==> config.mk <==
export PLATFORM = sky130hd
export DESIGN_NAME = lru_page_replacement
export DESIGN_NICKNAME = d
export VERILOG_FILES = /design/src/sv/lpr_pkg.sv /design/src/sv/lru_page_replacement.sv /design/src/sv/lpr_cell.sv
export VERILOG_INCLUDE_DIRS = /design/src /design/src/sv
export SDC_FILE = /design/constraint.sdc
export NUM_CORES = 1
export LEC_CHECK = 0
export ABC_CLOCK_PERIOD_IN_PS = 4200
export BUFFER_PORTS_ARGS = -buffer_cell sky130_fd_sc_hd__buf_2
export CORE_MARGIN = 8
export CORE_UTILIZATION = 45
export DETAILED_ROUTE_END_ITERATION = 7
export PLACE_DENSITY_LB_ADDON = 0.25
export SETUP_SLACK_MARGIN = 0.15
export SLEW_MARGIN = 5
export SYNTH_ARGS = -nofsm -noshare
export SYNTH_HDL_FRONTEND = slang
export SYNTH_SLANG_ARGS = --single-unit
==> constraint.sdc <==
create_clock -name i_clk -period 4.2 [get_ports i_clk]
set_input_delay 0.84 -clock i_clk [delete_from_list [all_inputs] [get_ports i_clk]]
set_output_delay 0.84 -clock i_clk [all_outputs]
set_load 0.02 [all_outputs]
==> src/sv/assert_macros.svh <==
// ----------------------------------------------------------------------------
// Assertion macros
// Shared wrappers for clocked concurrent assertions on i_clk.
// ----------------------------------------------------------------------------
`ifndef ASSERT_MACROS_SVH
`define ASSERT_MACROS_SVH

// Checked only while out of reset.
`define ASSERT_CLK(label, prop, msg) \
    label: assert property (@(posedge i_clk) disable iff (!i_rst_n) prop) else $error(msg);

// Checked at every edge, reset included.
`define ASSERT_ALWAYS(label, prop, msg) \
    label: assert property (@(posedge i_clk) prop) else $error(msg);

`endif

==> src/sv/lpr_pkg.sv <==
// ----------------------------------------------------------------------------
// lpr_pkg
// Types and constants shared by the LRU replacement cell row and its control.
// ----------------------------------------------------------------------------
package lpr_pkg;

    // Widest supported frame row, sizes the index and rank fields
    localparam int MAX_FRAMES = 64;
    localparam int IDX_W      = 6;
    localparam int PAGE_W     = 16;
    localparam int FIDX_W     = 3;
    localparam int CFG_W      = 4;
    localparam int COUNT_W    = 16;

    localparam logic [COUNT_W-1:0] FAULT_MAX  = '1;
    localparam logic [CFG_W-1:0]   CFG_RESET  = CFG_W'(8);

    typedef logic [IDX_W-1:0] t_idx;
    typedef logic [IDX_W-1:0] t_rank;

    // Search result carried from cell to cell
    typedef struct packed {
        logic  hit;
        t_idx  hit_idx;
        t_rank hit_rank;
        logic  free;
        t_idx  free_idx;
        t_rank old_rank;
        t_idx  old_idx;
    } t_srch;

    // Commit command broadcast to every cell
    typedef struct packed {
        logic  en;
        logic  clear;
        logic  miss;
        t_idx  used;
        t_rank limit;
    } t_upd;

    typedef enum logic [1:0] {
        S_IDLE,
        S_SEARCH,
        S_FINISH
    } t_state;

endpackage

==> src/sv/lru_page_replacement.sv <==
// ----------------------------------------------------------------------------
// lru_page_replacement
// Fully associative LRU page replacement over a row of frame cells.
// ----------------------------------------------------------------------------
// One item is in flight at a time. After an item is accepted a search token
// walks the row of FRAMES cells, one cell per cycle, picking up the lowest
// hit, the lowest free frame and the oldest frame; the finish state then
// commits the choice to every cell and loads the output register, waiting
// while that register still holds a result that has not been taken. A new
// item is accepted as soon as the row is free, even while the previous
// result still waits in the output register.
// frames_in_use may be written only while the block is idle.
`include "assert_macros.svh"

module lru_page_replacement import lpr_pkg::*; #(
    parameter int FRAMES    = 8,
    parameter int PAGE_BITS = 16
) (
    input  logic               i_clk,
    input  logic               i_rst_n,
    input  logic               i_in_valid,
    output logic               o_in_ready,
    input  logic [PAGE_W-1:0]  i_page,
    input  logic               i_last_ref,
    output logic               o_out_valid,
    input  logic               i_out_ready,
    output logic               o_fault,
    output logic [FIDX_W-1:0]  o_frame_index,
    output logic [COUNT_W-1:0] o_fault_total,
    output logic               o_string_done,
    input  logic               i_cfg_valid,
    output logic               o_cfg_ready,
    input  logic [CFG_W-1:0]   i_cfg_frames_in_use
);

    localparam int SW = (PAGE_BITS < PAGE_W) ? PAGE_BITS : PAGE_W;

    t_state             r_state;
    t_state             n_state;
    logic [CFG_W-1:0]   r_cfg;
    logic [SW-1:0]      r_page;
    logic               r_last;
    logic               r_start;
    logic [COUNT_W-1:0] r_count;
    logic [COUNT_W-1:0] n_count;
    logic               r_out_valid;
    logic               r_fault;
    logic [FIDX_W-1:0]  r_frame_index;
    logic [COUNT_W-1:0] r_fault_total;
    logic               r_string_done;

    logic [FRAMES:0]    w_tok;
    t_srch              w_srch [FRAMES+1];
    logic [FRAMES-1:0]  w_in_set;
    t_srch              w_fin;
    t_idx               w_used;
    t_upd               w_upd;
    logic               w_fire;
    logic               w_accept;

    assign o_cfg_ready = 1'b1;

    always_ff @(posedge i_clk) begin
        if (!i_rst_n) begin
            r_cfg <= CFG_RESET;
        end else if (i_cfg_valid) begin
            r_cfg <= i_cfg_frames_in_use;
        end
    end

    // Zero frames counts as one; above FRAMES the whole row is in use
    genvar g;
    generate
        for (g = 0; g < FRAMES; g++) begin : g_row
            assign w_in_set[g] = (g == 0) || (g < int'(r_cfg));

            lpr_cell #(
                .IDX    (g),
                .FRAMES (FRAMES),
                .SW     (SW)
            ) u_cell (
                .i_clk    (i_clk),
                .i_rst_n  (i_rst_n),
                .i_in_set (w_in_set[g]),
                .i_page   (r_page),
                .i_tok    (w_tok[g]),
                .i_srch   (w_srch[g]),
                .o_tok    (w_tok[g+1]),
                .o_srch   (w_srch[g+1]),
                .i_upd    (w_upd)
            );
        end
    endgenerate

    assign w_tok[0]  = r_start;
    assign w_srch[0] = '0;
    assign w_fin     = w_srch[FRAMES];

    always_comb begin
        if (w_fin.hit) begin
            w_used = w_fin.hit_idx;
        end else if (w_fin.free) begin
            w_used = w_fin.free_idx;
        end else begin
            w_used = w_fin.old_idx;
        end
        if (w_fin.hit || r_count == FAULT_MAX) begin
            n_count = r_count;
        end else begin
            n_count = r_count + COUNT_W'(1);
        end
    end

    assign w_upd.en    = w_fire;
    assign w_upd.clear = r_last;
    assign w_upd.miss  = !w_fin.hit;
    assign w_upd.used  = w_used;
    assign w_upd.limit = w_fin.hit_rank;

    assign w_accept = i_in_valid && o_in_ready;

    always_comb begin
        n_state    = r_state;
        o_in_ready = 1'b0;
        w_fire     = 1'b0;
        case (r_state)
            S_IDLE: begin
                o_in_ready = 1'b1;
                if (i_in_valid) begin
                    n_state = S_SEARCH;
                end
            end
            S_SEARCH: begin
                if (w_tok[FRAMES]) begin
                    n_state = S_FINISH;
                end
            end
            S_FINISH: begin
                // hold the search result until the output slot is free
                if (!r_out_valid || i_out_ready) begin
                    w_fire  = 1'b1;
                    n_state = S_IDLE;
                end
            end
            default: begin
                n_state = S_IDLE;
            end
        endcase
    end

    always_ff @(posedge i_clk) begin
        if (!i_rst_n) begin
            r_state     <= S_IDLE;
            r_start     <= 1'b0;
            r_count     <= '0;
            r_out_valid <= 1'b0;
        end else begin
            r_state <= n_state;
            r_start <= w_accept;
            if (w_fire) begin
                r_count     <= r_last ? '0 : n_count;
                r_out_valid <= 1'b1;
            end else if (i_out_ready) begin
                r_out_valid <= 1'b0;
            end
        end
    end

    always_ff @(posedge i_clk) begin
        if (w_accept) begin
            r_page <= i_page[SW-1:0];
            r_last <= i_last_ref;
        end
        if (w_fire) begin
            r_fault       <= !w_fin.hit;
            r_frame_index <= w_used[FIDX_W-1:0];
            r_fault_total <= n_count;
            r_string_done <= r_last;
        end
    end

    assign o_out_valid   = r_out_valid;
    assign o_fault       = r_fault;
    assign o_frame_index = r_frame_index;
    assign o_fault_total = r_fault_total;
    assign o_string_done = r_string_done;

    `ASSERT_CLK(a_single_token, $onehot0(w_tok), "more than one search token in the row")
    `ASSERT_CLK(a_token_in_search, w_tok[FRAMES] |-> r_state == S_SEARCH,
        "search token left the row outside a search")
    `ASSERT_CLK(a_finish_delivers, (r_state == S_FINISH && !r_out_valid) |=>
        (o_out_valid && r_state == S_IDLE), "finished search did not deliver its item")
    `ASSERT_CLK(a_used_in_row, w_fire |-> int'(w_used) < FRAMES,
        "chosen frame lies outside the row")

endmodule

==> src/sv/lpr_cell.sv <==
// ----------------------------------------------------------------------------
// lpr_cell
// One frame of the row: holds page, valid and recency rank, folds its frame
// into the search result passing by and applies the broadcast commit.
// ----------------------------------------------------------------------------
module lpr_cell import lpr_pkg::*; #(
    parameter int IDX    = 0,
    parameter int FRAMES = 8,
    parameter int SW     = 16
) (
    input  logic          i_clk,
    input  logic          i_rst_n,
    input  logic          i_in_set,
    input  logic [SW-1:0] i_page,
    input  logic          i_tok,
    input  t_srch         i_srch,
    output logic          o_tok,
    output t_srch         o_srch,
    input  t_upd          i_upd
);

    localparam int RW = (FRAMES > 1) ? $clog2(FRAMES) : 1;
    localparam t_idx          MY_IDX   = t_idx'(IDX);
    localparam logic [RW-1:0] RANK_MAX = RW'(FRAMES - 1);

    logic [SW-1:0] r_page;
    logic          r_valid;
    logic [RW-1:0] r_rank;
    logic          r_tok;
    t_srch         r_srch;
    t_srch         n_srch;
    t_rank         w_rank;

    assign w_rank = t_rank'(r_rank);

    always_comb begin
        n_srch = i_srch;
        if (i_in_set) begin
            if (r_valid && (r_page == i_page) && !i_srch.hit) begin
                n_srch.hit      = 1'b1;
                n_srch.hit_idx  = MY_IDX;
                n_srch.hit_rank = w_rank;
            end
            if (!r_valid && !i_srch.free) begin
                n_srch.free     = 1'b1;
                n_srch.free_idx = MY_IDX;
            end
            // strictly older wins, so ties keep the lower frame
            if (w_rank > i_srch.old_rank) begin
                n_srch.old_rank = w_rank;
                n_srch.old_idx  = MY_IDX;
            end
        end
    end

    always_ff @(posedge i_clk) begin
        if (!i_rst_n) begin
            r_tok <= 1'b0;
        end else begin
            r_tok <= i_tok;
        end
        if (i_tok) begin
            r_srch <= n_srch;
        end
    end

    always_ff @(posedge i_clk) begin
        if (!i_rst_n) begin
            r_valid <= 1'b0;
            r_rank  <= '0;
        end else if (i_upd.en) begin
            if (i_upd.clear) begin
                r_valid <= 1'b0;
                r_rank  <= '0;
            end else if (i_upd.used == MY_IDX) begin
                r_rank <= '0;
                if (i_upd.miss) begin
                    r_valid <= 1'b1;
                end
            end else if (i_in_set && r_valid && (i_upd.miss || w_rank < i_upd.limit)
                         && r_rank != RANK_MAX) begin
                r_rank <= r_rank + RW'(1);
            end
        end
    end

    always_ff @(posedge i_clk) begin
        if (i_upd.en && i_upd.clear) begin
            r_page <= '0;
        end else if (i_upd.en && i_upd.miss && i_upd.used == MY_IDX) begin
            r_page <= i_page;
        end
    end

    assign o_tok  = r_tok;
    assign o_srch = r_srch;

endmodule

* Yosys cells after proc, flatten, opt, wreduce, memory -nomap -nowiden
Index checks and enable logic that the tools add are counted.
** Storage, ports and cells
- Word-level logic and storage cells :: 371
- Output and inout bits :: 24
- Bits in registers :: 480
- Input port bits :: 26
** Cells by class
- Reductions and logical operators :: 125
- Equal/unequal tests :: 30
- $add $sub $neg :: 9
- Muxes and demuxes :: 84
- Order comparisons :: 23
** Operators by type and width (count)
- two-way mux 32 bit :: 7
- equality test 16 bit :: 8
- two-way mux 13 bit :: 8
- two-way mux 12 bit :: 7
- two-way mux 3 bit :: 24
- logical AND 1 bit :: 56
- two-way mux 7 bit :: 8
- less-than comparator 3 x 6 -> 1 bit :: 8
- greater-than comparator 3 x 6 -> 1 bit :: 7
- two-way mux 16 bit :: 2
- AND reduction 3 bit :: 9
- adder 3 x 1 -> 3 bit, second input constant :: 8
- equality test 6 x 3 -> 1 bit, second input constant :: 4
- inequality test 3 bit, second input constant :: 8
- nonzero test 3 bit :: 8
- zero test 1 bit :: 23
- two-way mux 1 bit :: 22
- nonzero test 2 bit :: 9
- adder 16 x 1 -> 16 bit, second input constant :: 1
- equality test 16 bit, second input constant :: 1
- less-than comparator 3 x 4 -> 1 bit, first input constant :: 4
- AND reduction 2 bit :: 8
- equality test 6 x 2 -> 1 bit, second input constant :: 2
- two-way mux 6 bit :: 2
- 13 further kinds :: 27

* Logic depth before layout (Yosys ltp)
Gate-level depths: netlist of the first run.
- Depth in word-level cells :: 7
- Gate-level depth with buffers :: 9
- Gate-level depth less buffers :: 7

* Modules after synthesis
A second synthesis of the first run with hierarchy kept.
** Second synthesis, totals
- Cell total of the unflattened synthesis :: 1800
- Area total of the unflattened synthesis :: 22037.4 µm²
** Modules (own cells, without submodules)
- lpr_cell at g_row[5].u_cell ... :: area each 2393.5 µm², cells an instance 193, sequential area each 1381.3 µm², instances 2
- lpr_cell at g_row[1].u_cell ... :: area each 2388.5 µm², cells an instance 193, sequential area each 1381.3 µm², instances 2
- lru_page_replacement :: area each 2861.5 µm², cells an instance 265, sequential area each 1621.6 µm², instances 1
- lpr_cell at g_row[7].u_cell :: area each 2424.8 µm², cells an instance 189, sequential area each 1381.3 µm², instances 1
- lpr_cell at g_row[0].u_cell :: area each 2413.6 µm², cells an instance 188, sequential area each 1381.3 µm², instances 1
- lpr_cell at g_row[4].u_cell :: area each 2392.3 µm², cells an instance 193, sequential area each 1381.3 µm², instances 1
- lpr_cell at g_row[3].u_cell :: area each 2381.0 µm², cells an instance 193, sequential area each 1381.3 µm², instances 1

* Worst setup path after synthesis of the first run
No wires, ideal clock.
- Kind :: input to register
- Start point :: in i_out_ready
- End point :: reg g_row[7].u_cell.r_page[10]
- Library setup time :: 0.128 ns
- Stages on the path :: 7
- Arrival :: 1.998 ns
- Slack :: 2.074 ns
- Data required time :: 4.072 ns
- Path buffers :: 2
- Cell sequence :: nor2b_1 -> nor4_2 -> and3_1 -> buf_4 -> buf_4 -> mux2i_1 -> nor2_1
** Between the ends
- Cells in the longest elaborated chain, start to end :: 5
- Elaborated cells between the ends (all ways) :: 6
- Those cells by class :: mux (2); reduce/logical (4)
** Ends and longest elaborated chain
- start: declaration :: line lru_page_replacement.sv:26 : input logic i_out_ready,
- logical OR 1 bit * :: line lru_page_replacement.sv:140 : if (!r_out_valid || i_out_ready) begin
- two-way mux 1 bit * :: line lru_page_replacement.sv:140
- two-way mux 1 bit * :: line lru_page_replacement.sv:126 : case (r_state)
- logical AND 1 bit (2 in a row) :: line lpr_cell.sv:90 : end else if (i_upd.en && i_upd.miss && i_upd.used == MY_IDX) begin
- end signal: assignment :: line lpr_cell.sv:91 : r_page <= i_page;
- end: declaration :: line lpr_cell.sv:26 : logic [SW-1:0] r_page;
Mark *: on every way between the ends. The rest lies on a longest branch, timed or not.
A chain may end at the register's enable or synchronous reset.

* Worst setup path in the final report of the first run
- Start point :: reg g_row[7].u_cell.r_srch (netlist bit g_row[7].u_cell.o_srch[31])
- End point :: reg g_row[7].u_cell.r_page[11]
** Between the ends
- Cells in the longest elaborated chain, start to end :: 3
- Elaborated cells between the ends (all ways) :: 5
- Those cells by class :: eq/ne (1); mux (1); reduce/logical (3)
** Ends and longest elaborated chain
- start: declaration :: line lpr_cell.sv:30 : t_srch r_srch;
- start signal: assignment :: line lpr_cell.sv:63 : r_srch <= n_srch;
- two-way mux 6 bit or zero test 1 bit (tied branches) :: line lru_page_replacement.sv:100, lru_page_replacement.sv:116
- equality test 6 x 3 -> 1 bit or logical AND 1 bit (tied branches) :: line lpr_cell.sv:90
- logical AND 1 bit * :: line lpr_cell.sv:90
Marked as above.

==> metrics.csv, run 1 <==
stage,metric,value,unit
outcome,status,finished clean,
timing,Final setup viols,0,
logic_synthesis,count of cell types in the netlist,65,
layout,nets,1515,
layout,ant diodes,0,
clock_network,Post-CTS Hold Fix Bufs,0,
clock_network,Clock Latency Late Sink,0.53,ns
place,Placed Area,0.0165,sq mm
timing,worst slew pin tran,1.15,ns
timing,Max Clock Skew,0.0204,ns
layout,area delta synth->final,11.0,%
timing,RSZ-0062 raised after global routing,false,
drt,vias per inst,5.26,
timing,final hold vios,0,
logic_synthesis,simple-gate portion of the synthesized area,13.2,%
drt,DRT Wirelength,34.1,mm
clock_network,clock-pin slew on the worst setup and hold paths,0.06,ns
logic_synthesis,Post-Synth XOR/XNOR Area,7.80,%
logic_synthesis,Post-Syn Instances,1403,
logic_synthesis,Seq cells post-synth,342,
die,row cnt,69,
place,Port Buffers,48,
grt,initial antenna violation count,0,
logic_synthesis,compound-cell area share of the yosys netlist,5.67,%
drt,Iter 0 DRT Violations,522,
min_path,Hold Crit Class,reg2reg,
place,routability cong.,0.835,
die,Initial Util,45.3,%
grt,largest net degree at the start of global routing,129,
drt,Antenna Nets Post-Route,0,
timing,Max Fclk,0.353,GHz
critical_path,CP Class,reg2reg,
grt,first-pass GRT wire length,55.2,mm
logic_synthesis,Post-Synth Adder-Cell Area,4.32,%
logic_synthesis,ys flop type,dfxtp_1,
critical_path,Startpoint Class,flop,
drt,via count,10100,
logic_synthesis,Async SR Flop Fraction,0,%
clock_network,Clock Root Buffer,clkbuf_16,
timing,final period utilization,67.4,%
timing,min cycle time layout,2.83,ns
critical_path,Worst Path Arrival,3.21,ns
grt,Overflow after GRT,0,
grt,gr usage total,16.6,%
clock_network,Clock Sink Count,342,
clock_network,Post-CTS Resized,0,
logic_synthesis,synth warn,0,
timing,Max Slew Vio Count,0,
logic_synthesis,largest family of logic cells by synthesized area,simple AND/OR/NAND/NOR gates,
layout,end-of-flow core utilization,50.2,%
logic_synthesis,Post-synth EDFFs,150,
layout,final instance area,0.0177,sq mm
drt,1st-pass router iterations,5,
flow_run,# Max-Cap Violations,0,
clock_network,CTS tree,built,
layout,most frequent cells in the layout,"dfxtp_1 (192), nor2_1 (160), edfxtp_1 (150)",
critical_path,Crit path required time,4.58,ns
logic_synthesis,syn avg cell area,11.4,sq um
logic_synthesis,multiplexer share of the synthesized area,12.3,%
logic_synthesis,post-synthesis sequential area ratio,52.4,%
clock_network,TritonCTS buffer count,37,
logic_synthesis,Netlist Area Pre-Place,0.0159,sq mm
critical_path,CP Max Fanout,17,
logic_synthesis,syn_nets,1484,
clock_network,H-tree lvl count,2,
timing,Setup TNS,0,ns
power,Leak,7.67,nW
die,Die Area,0.0417,sq mm
clock_network,postcts setup bufs,0,
power,Pwr per Cell Area,387,mW/mm^2
die,Boundary Pins,50,
drt,residual DRC count,0,
place,DP HPWL,23.7,mm
die,Die Y-Extent,204,um
die,Die X,204,um
power,Worst VDD drop,0.000321,V
die,Core Area,0.0352,sq mm
layout,share of cells above drive strength 1,15.7,%
grt,vias in the first global route,10200,
layout,"commonest non-fill, non-tap cell in the layout",dfxtp_1,
timing,Rel. slew slack,22.7,%
clock_network,CTS max path bufs,3,
critical_path,crit end category,flop,
drt,routed len/inst,17.7,um
registers in the layout (all words and copies together) (netlist names), 2 cells and up:
| register | flops |
|---|---|
| g_row.u_cell.o_srch | 112 |
| g_row.u_cell.o_tok | 8 |
| g_row.u_cell.r_page | 128 |
| g_row.u_cell.r_rank | 24 |
| g_row.u_cell.r_valid | 8 |
| o_fault_total | 16 |
| o_frame_index | 3 |
| r_cfg | 4 |
| r_count | 16 |
| r_page | 16 |
| r_state | 2 |
layer usage:
layer	part of all wire, %	routed length (um)	track usage (%)	vias up
li1	-	-	-	4989
met1	46	15700	21.7	4885
met2	48	16200	27.7	187
met3	3.9	1320	2.52	56
met4	2.6	883	5.50	0
met5	0	0	0	-
cell usage after synthesis, types with 3 or more instances:
library cell	number	area share (%)
a22o_1	10	0.55
nor2_1	161	3.8
xnor2_1	50	2.7
o21ai_0	20	0.63
nand2_1	40	0.94
or3_1	9	0.35
nor2b_1	18	0.71
nand2b_1	16	0.63
a21oi_1	29	0.91
or4_1	4	0.19
dfxtp_1	192	24
buf_4	18	0.85
ha_1	55	4.3
o31ai_1	3	0.14
edfxtp_1	150	28
mux2i_1	146	9.2
nor4_4	5	0.67
buf_6	4	0.28
mux2_2	45	3.2
and2_1	13	0.51
a21o_1	8	0.38
xor2_1	92	5.1
a31oi_1	15	0.59
or2_2	26	1.0
clkbuf_1	23	0.54
and3_1	5	0.20
a311oi_1	5	0.27
and4_1	3	0.16
nand4_1	15	0.59
nor3_1	18	0.57
o21a_1	5	0.24
o21bai_1	8	0.38
a211oi_1	7	0.33
a31o_2	5	0.27
nor4_1	20	0.78
buf_2	42	1.3
nand3_1	31	0.97
nor3b_1	7	0.33
inv_1	47	1.1
logic make-up (layout without fill, tap and decap cells):
logic type      Yosys count  in the layout
flops                   342            342
other cells               1              1
xor+xnor                142            142
fa+ha+maj                55             55
compound gates          131            131
simple gates            402            402
mux                     191            191
buf+inv                 139            198
critical path, cell delays in order (launching register included):
cell and delay [ns]:
edfxtp_1 0.75, nand2_1 0.10, o21a_1 0.22, inv_1 0.29
and3_1 0.92, mux2i_1 0.32, nor2_1 0.07
worst paths after layout:
path	start	end	slack, ns	cells after the start
worst max register to register	g_row[7].u_cell.o_srch[31]	g_row[7].u_cell.r_page[11]	1.37	6
worst min-delay path	r_state[1]	r_state[0]	0.49	1
worst max-delay path	g_row[7].u_cell.o_srch[31]	g_row[7].u_cell.r_page[11]	1.37	6
worst min register to register	r_state[1]	r_state[0]	0.49	1
cell type report:
type                            instances  area, sq um
Sequential cell                       342         8350
Clock inverter                         24          211
Timing Repair Buffer                   81          500
Fill cell                            3143        17500
Tap cell                              461          577
Clock buffer                           43          948
Multi-Input combinational cell        922         6930
Inverter                               50          188
metrics by stage:
| step | cells | worst slack [ns] | total power [mW] | hold WS, ns |
|---|---|---|---|---|
| final | 1923 | 1.37 | 6.85 | 0.490 |
| after global routing | 1923 | 1.14 | 7.10 | 0.461 |
| after floorplan | 1403 | 2.07 | 3.71 | 0.424 |
| after CTS | 1923 | 1.34 | 6.95 | 0.465 |
| after detailed placement | 1856 | 1.27 | 3.79 | 0.485 |
| after global placement | 1856 | 1.36 | 3.79 | 0.468 |
power by group:
| group | total, mW | switching, mW | leakage (nW) | internal, mW |
|---|---|---|---|---|
| Clock | 3.13 | 1.31 | 0.572 | 1.82 |
| Combinational | 0.190 | 0.109 | 4.21 | 0.0814 |
| Sequential | 3.53 | 0.0506 | 2.89 | 3.48 |
Note: power is estimated with default switching activity, not from simulation.
==> inputs of run 2 (changes only) <==
Settings changed: ABC_CLOCK_PERIOD_IN_PS 4200 to 2700.
Clock period 4.2 ns to 2.7 ns, I/O delays scaled along.
==> run 2 against run 1 <==
  * Maximum frequency increased by 18%
  * First-iteration DRC count decreased by 0.96%
  * Design area increased by 1.7%
  * Final cell count increased by 1.6%
  * Critical path depth unchanged
  * Clock skew decreased by 0.0080 ns
  * Global-route usage increased by 0.54 points
  * Via count increased by 0.55%
  * Non-clock buffer count increased by 33
  * Wire length increased by 4.4%
==> metrics.csv, run 2 (synthesis results as in run 1) <==
stage,metric,value,unit
die,row cnt,69,
grt,Overflow after GRT,0,
place,routability cong.,0.826,
place,Cell Count Post-Placement,1885,
critical_path,Startpoint Class,flop,
timing,final period utilization,89.0,%
grt,largest net degree at the start of global routing,75,
clock_network,CTS max path bufs,3,
power,sequential power share,51.5,%
timing,Max Fclk,0.416,GHz
die,Initial Util,45.3,%
grt,vias in the first global route,10100,
die,Die Area,0.0417,sq mm
grt,initial antenna violation count,1,
drt,Iter 0 DRT Violations,517,
layout,final std cells w/o fill,1954,
die,Boundary Pins,50,
outcome,status,finished clean,
power,Leak,7.87,nW
timing,min cycle time layout,2.40,ns
timing,Max Slew Vio Count,0,
die,Die X,204,um
timing,Setup TNS,0,ns
timing,Max Clock Skew,0.0124,ns
flow_run,# Max-Cap Violations,0,
layout,most frequent cells in the layout,"dfxtp_1 (192), nor2_1 (160), edfxtp_1 (150)",
critical_path,Worst Path Arrival,2.67,ns
timing,Rel. slew slack,32.0,%
clock_network,TritonCTS buffer count,37,
critical_path,crit end category,flop,
clock_network,clock-pin slew on the worst setup and hold paths,0.06,ns
power,Switch Pwr,2.25,mW
power,Overall Power,10.6,mW
place,Placed Area,0.0168,sq mm
drt,vias per inst,5.21,
clock_network,H-tree lvl count,2,
layout,Filler cells,3116,
timing,Final setup viols,0,
layout,final instance area,0.0180,sq mm
drt,routed len/inst,18.2,um
power,Worst VDD drop,0.000695,V
place,DP HPWL,25.3,mm
layout,area delta synth->final,13.0,%
clock_network,Clock Latency Late Sink,0.52,ns
timing,RSZ-0062 raised after global routing,false,
layout,"commonest non-fill, non-tap cell in the layout",dfxtp_1,
clock_network,CTS tree,built,
place,Port Buffers,48,
clock_network,Clock Sink Count,342,
layout,nets,1548,
power,Pwr per Cell Area,590,mW/mm^2
drt,via count,10200,
clock_network,Clock Root Buffer,clkbuf_16,
timing,final hold vios,0,
critical_path,Crit path required time,2.96,ns
layout,share of cells above drive strength 1,17.9,%
drt,residual DRC count,0,
power,P_int,8.38,mW
timing,worst slew pin tran,1.01,ns
min_path,Hold Crit Class,in2reg,
die,Core Area,0.0352,sq mm
layout,max FFs per register,128,
grt,first-pass GRT wire length,56.5,mm
critical_path,CP Max Fanout,13,
layout,"Most flops, register",g_row.u_cell.r_page,
critical_path,CP Class,reg2reg,
clock_network,Post-CTS Hold Fix Bufs,0,
power,Clk pwr share,45.2,%
power,Combinational Power Share,3.3,%
power,Switching Share,21.2,%
layout,ant diodes,0,
die,Die Y-Extent,204,um
drt,Antenna Nets Post-Route,0,
grt,gr usage total,17.1,%
drt,1st-pass router iterations,5,
drt,DRT Wirelength,35.6,mm
run 2: cell count changes in the layout (fill, tap and decap cells not counted):
cell / delta
nor4_1: -1
inv_6: -3
clkinv_1: -5
nor4_2: +1
bufinv_16: -1
clkbuf_8: +4
clkinv_2: +7
buf_4: +27
clkinv_4: -4
buf_12: +6
run 2: power by group through the flow:
| stage | combinational (mW) | clock, mW | sequential [mW] |
|---|---|---|---|
| final | 0.352 | 4.81 | 5.47 |
| after global routing | 0.382 | 5.13 | 5.47 |
| after CTS | 0.352 | 4.95 | 5.47 |
| after detailed placement | 0.345 | 0 | 5.58 |
| after global placement | 0.343 | 0 | 5.58 |
| after floorplan | 0.239 | 0 | 5.54 |
run 2: per-layer routing:
layer  vias to the layer above  part of all wire [%]  GRT usage, %
met1                      4922                    47          23.4
met2                       155                    46          27.8
met3                        51                   4.0          2.65
met4                         0                   2.4          5.07
li1                       5045                     -             -
met5                         -                     0             0
run 2: final timing paths:
check | startpoint | to | slack [ns] | depth (start not counted)
worst max-delay path | r_page[6] | g_row[1].u_cell.o_srch[20] | 0.30 | 6
worst min-delay path | i_page[2] | r_page[2] | 0.19 | 1
worst max register to register | r_page[6] | g_row[1].u_cell.o_srch[20] | 0.30 | 6
worst min register to register | g_row[4].u_cell.r_valid | g_row[4].u_cell.r_valid | 0.48 | 2
run 2: repair_timing:
action / CTS / global route
buffers inserted: 2 / 2
pin swaps: 0 / 2
resized for setup: 0 / 1
setup endpoints to repair: 3 / 8
run 2: worst max-delay path: stages (launching register included):
cell	delay, ns
edfxtp_1	0.52
buf_12	0.22
xor2_1	0.16
nor4_1	0.27
nand3_1	0.20
nor4_4	0.40
mux2_2	0.38
run 2: through the flow:
stage / util [%] / hold slack [ns] / setup WS [ns]
2_1_floorplan: - / 0.424 / 0.625
6_report: 51.1 / 0.195 / 0.298
4_1_cts: 51.1 / 0.170 / 0.197
3_3_place_gp: 47.8 / 0.461 / 0.257
5_1_grt: 51.1 / 0.169 / 0.154
3_5_place_dp: 47.8 / 0.467 / 0.216
run 2: area by class of cell:
type | count | area [sq um] | area share [%]
Clock inverter | 18 | 136 | 0.757
Inverter | 50 | 188 | 1.04
Sequential cell | 342 | 8350 | 46.4
Timing Repair Buffer | 114 | 823 | 4.57
Multi-Input combinational cell | 922 | 6930 | 38.5
Clock buffer | 47 | 1000 | 5.57
Tap cell | 461 | 577 | 3.20
==> inputs of run 3 (changes only) <==
Settings changed: CORE_UTILIZATION 45 to 30, REMOVE_ABC_BUFFERS set to 1.
==> run 3 against run 2 <==
  * Sequential power is essentially flat
  * Critical endpoint is now g_row[2].u_cell.o_srch[21]
  * Design area rose by 3.1%
  * Utilization fell by 16 points
  * Via count up 1.4%
==> metrics.csv, run 3 (synthesis results as in run 1) <==
stage,metric,value,unit
place,routability cong.,0.788,
critical_path,Startpoint Class,flop,
layout,area delta synth->final,16.4,%
critical_path,critical path's top delay family,simple AND/OR/NAND/NOR gates,
timing,worst slew pin tran,0.920,ns
timing,Rel. slew slack,38.6,%
grt,largest net degree at the start of global routing,35,
critical_path,critical path's slowest cell,edfxtp_1,
timing,RSZ-0062 raised after global routing,false,
clock_network,CTS max path bufs,3,
grt,gr usage total,12.9,%
drt,vias per inst,4.68,
critical_path,CP Class,reg2reg,
timing,min cycle time layout,2.40,ns
drt,via count,10300,
grt,vias in the first global route,10400,
clock_network,Clock Root Buffer,clkbuf_16,
place,Port Buffers,48,
timing,Max Slew Vio Count,0,
drt,DRT Wirelength,39.3,mm
grt,first-pass GRT wire length,60.9,mm
clock_network,clock-pin slew on the worst setup and hold paths,0.06,ns
timing,Max Fclk,0.416,GHz
timing,Max Clock Skew,0.0160,ns
die,Die Y-Extent,247,um
drt,Iter 0 DRT Violations,613,
clock_network,Clock Latency Late Sink,0.54,ns
timing,final hold vios,0,
critical_path,CP max stage delay,0.57,ns
die,row cnt,84,
critical_path,worst-path cell chain,"xor2_1, nor4_1, nand3_1, nor4_4, mux2_2",
clock_network,TritonCTS buffer count,38,
die,Die X,247,um
drt,residual DRC count,0,
grt,Overflow after GRT,0,
critical_path,Crit path required time,2.99,ns
die,Initial Util,30.3,%
critical_path,crit end category,flop,
outcome,status,finished clean,
layout,"commonest non-fill, non-tap cell in the layout",dfxtp_1,
drt,1st-pass router iterations,4,
layout,end-of-flow core utilization,35.3,%
die,Boundary Pins,50,
timing,final hold slack,0.177,ns
critical_path,Worst Path Arrival,2.69,ns
layout,max FFs per register,128,
clock_network,Clock Sink Count,342,
timing,Final setup viols,0,
min_path,Hold Crit Class,in2reg,
grt,initial antenna violation count,2,
die,Die Area,0.0608,sq mm
die,Core Area,0.0526,sq mm
layout,share of cells above drive strength 1,18.7,%
drt,Antenna Nets Post-Route,0,
power,Pwr per Cell Area,594,mW/mm^2
critical_path,CP Max Fanout,9,
layout,most frequent cells in the layout,"dfxtp_1 (192), nor2_1 (160), edfxtp_1 (150)",
power,Worst VDD drop,0.000474,V
critical_path,buffers plus inverters on the worst setup path,0,
clock_network,CTS tree,built,
layout,"Most flops, register",g_row.u_cell.r_page,
flow_run,# Max-Cap Violations,0,
timing,final period utilization,88.9,%
power,Leak,7.99,nW
clock_network,H-tree lvl count,2,
drt,routed len/inst,17.8,um
layout,nets,1564,
place,DP HPWL,28.5,mm
run 3: cell count changes in the layout (fill, tap and decap cells not counted), sizes merged:
cell      previous run  this run
buf                114       129
clkbuf              47        55
clkinv              17        13
clkinvlp             0         1
diode                0         1
run 3: what timing repair did:
action                                  4_1_cts  5_1_grt
setup buffers                                 6        2
endpoints found under the setup margin        6       11
hold buffers                                  0        0
pin swaps                                     2        1
endpoints found under the hold margin         0        0
gates resized for setup                       0        2
run 3: stage by stage:
stage / cell area, sq um / total power, mW / setup slack (ns) / instances / setup TNS (ns)
finish: 18600 / 11.0 / 0.298 / 2202 / 0
global route: 18600 / 11.4 / 0.152 / 2201 / 0
CTS: 18500 / 11.2 / 0.162 / 2199 / 0
floorplan: 15500 / 5.74 / -2.63 / 1314 / -336.55
global placement: 17200 / 5.93 / 0.168 / 2123 / 0
detailed placement: 17200 / 5.94 / 0.133 / 2123 / 0
run 3: cell type report:
class / instances / area (sq um)
multi-input combinational: 922 / 6940
sequential: 342 / 8350
inverter: 50 / 188
tap: 688 / 861
antenna: 1 / 2.50
clock inverter: 15 / 121
fill: 5277 / 34000
timing repair buffer: 129 / 961
clock buffer: 55 / 1140
run 3: final timing paths:
| path | slack [ns] | to | start | cells past startpoint |
|---|---|---|---|---|
| worst max register to register | 0.30 | g_row[2].u_cell.o_srch[21] | r_page[2] | 5 |
| worst min-delay path | 0.18 | r_page[8] | i_page[8] | 1 |
| worst min register to register | 0.48 | g_row[3].u_cell.r_valid | g_row[3].u_cell.r_valid | 2 |
| worst max-delay path | 0.30 | g_row[2].u_cell.o_srch[21] | r_page[2] | 5 |
run 3: worst reg2reg max path, delay by kind of cell (launching register included):
family                    cells  cell delay, ns
xor gates and xnor gates      1            0.23
DFF                           1            0.57
muxes                         1            0.38
and+or+nand+nor               3            0.98
run 3: where the power goes:
part           leakage (nW)  switching [mW]  internal, mW
clock                 0.621            2.07          3.12
sequential             2.89          0.0533          5.41
combinational          4.48           0.207         0.158
run 3: routing by layer:
metal	GRT usage, %	wire length, um	up-vias
li1	-	-	5090
met1	17.4	18700	5012
met2	21.0	18200	157
met3	2.11	1450	57
met4	3.78	887	0
met5	0	0	-
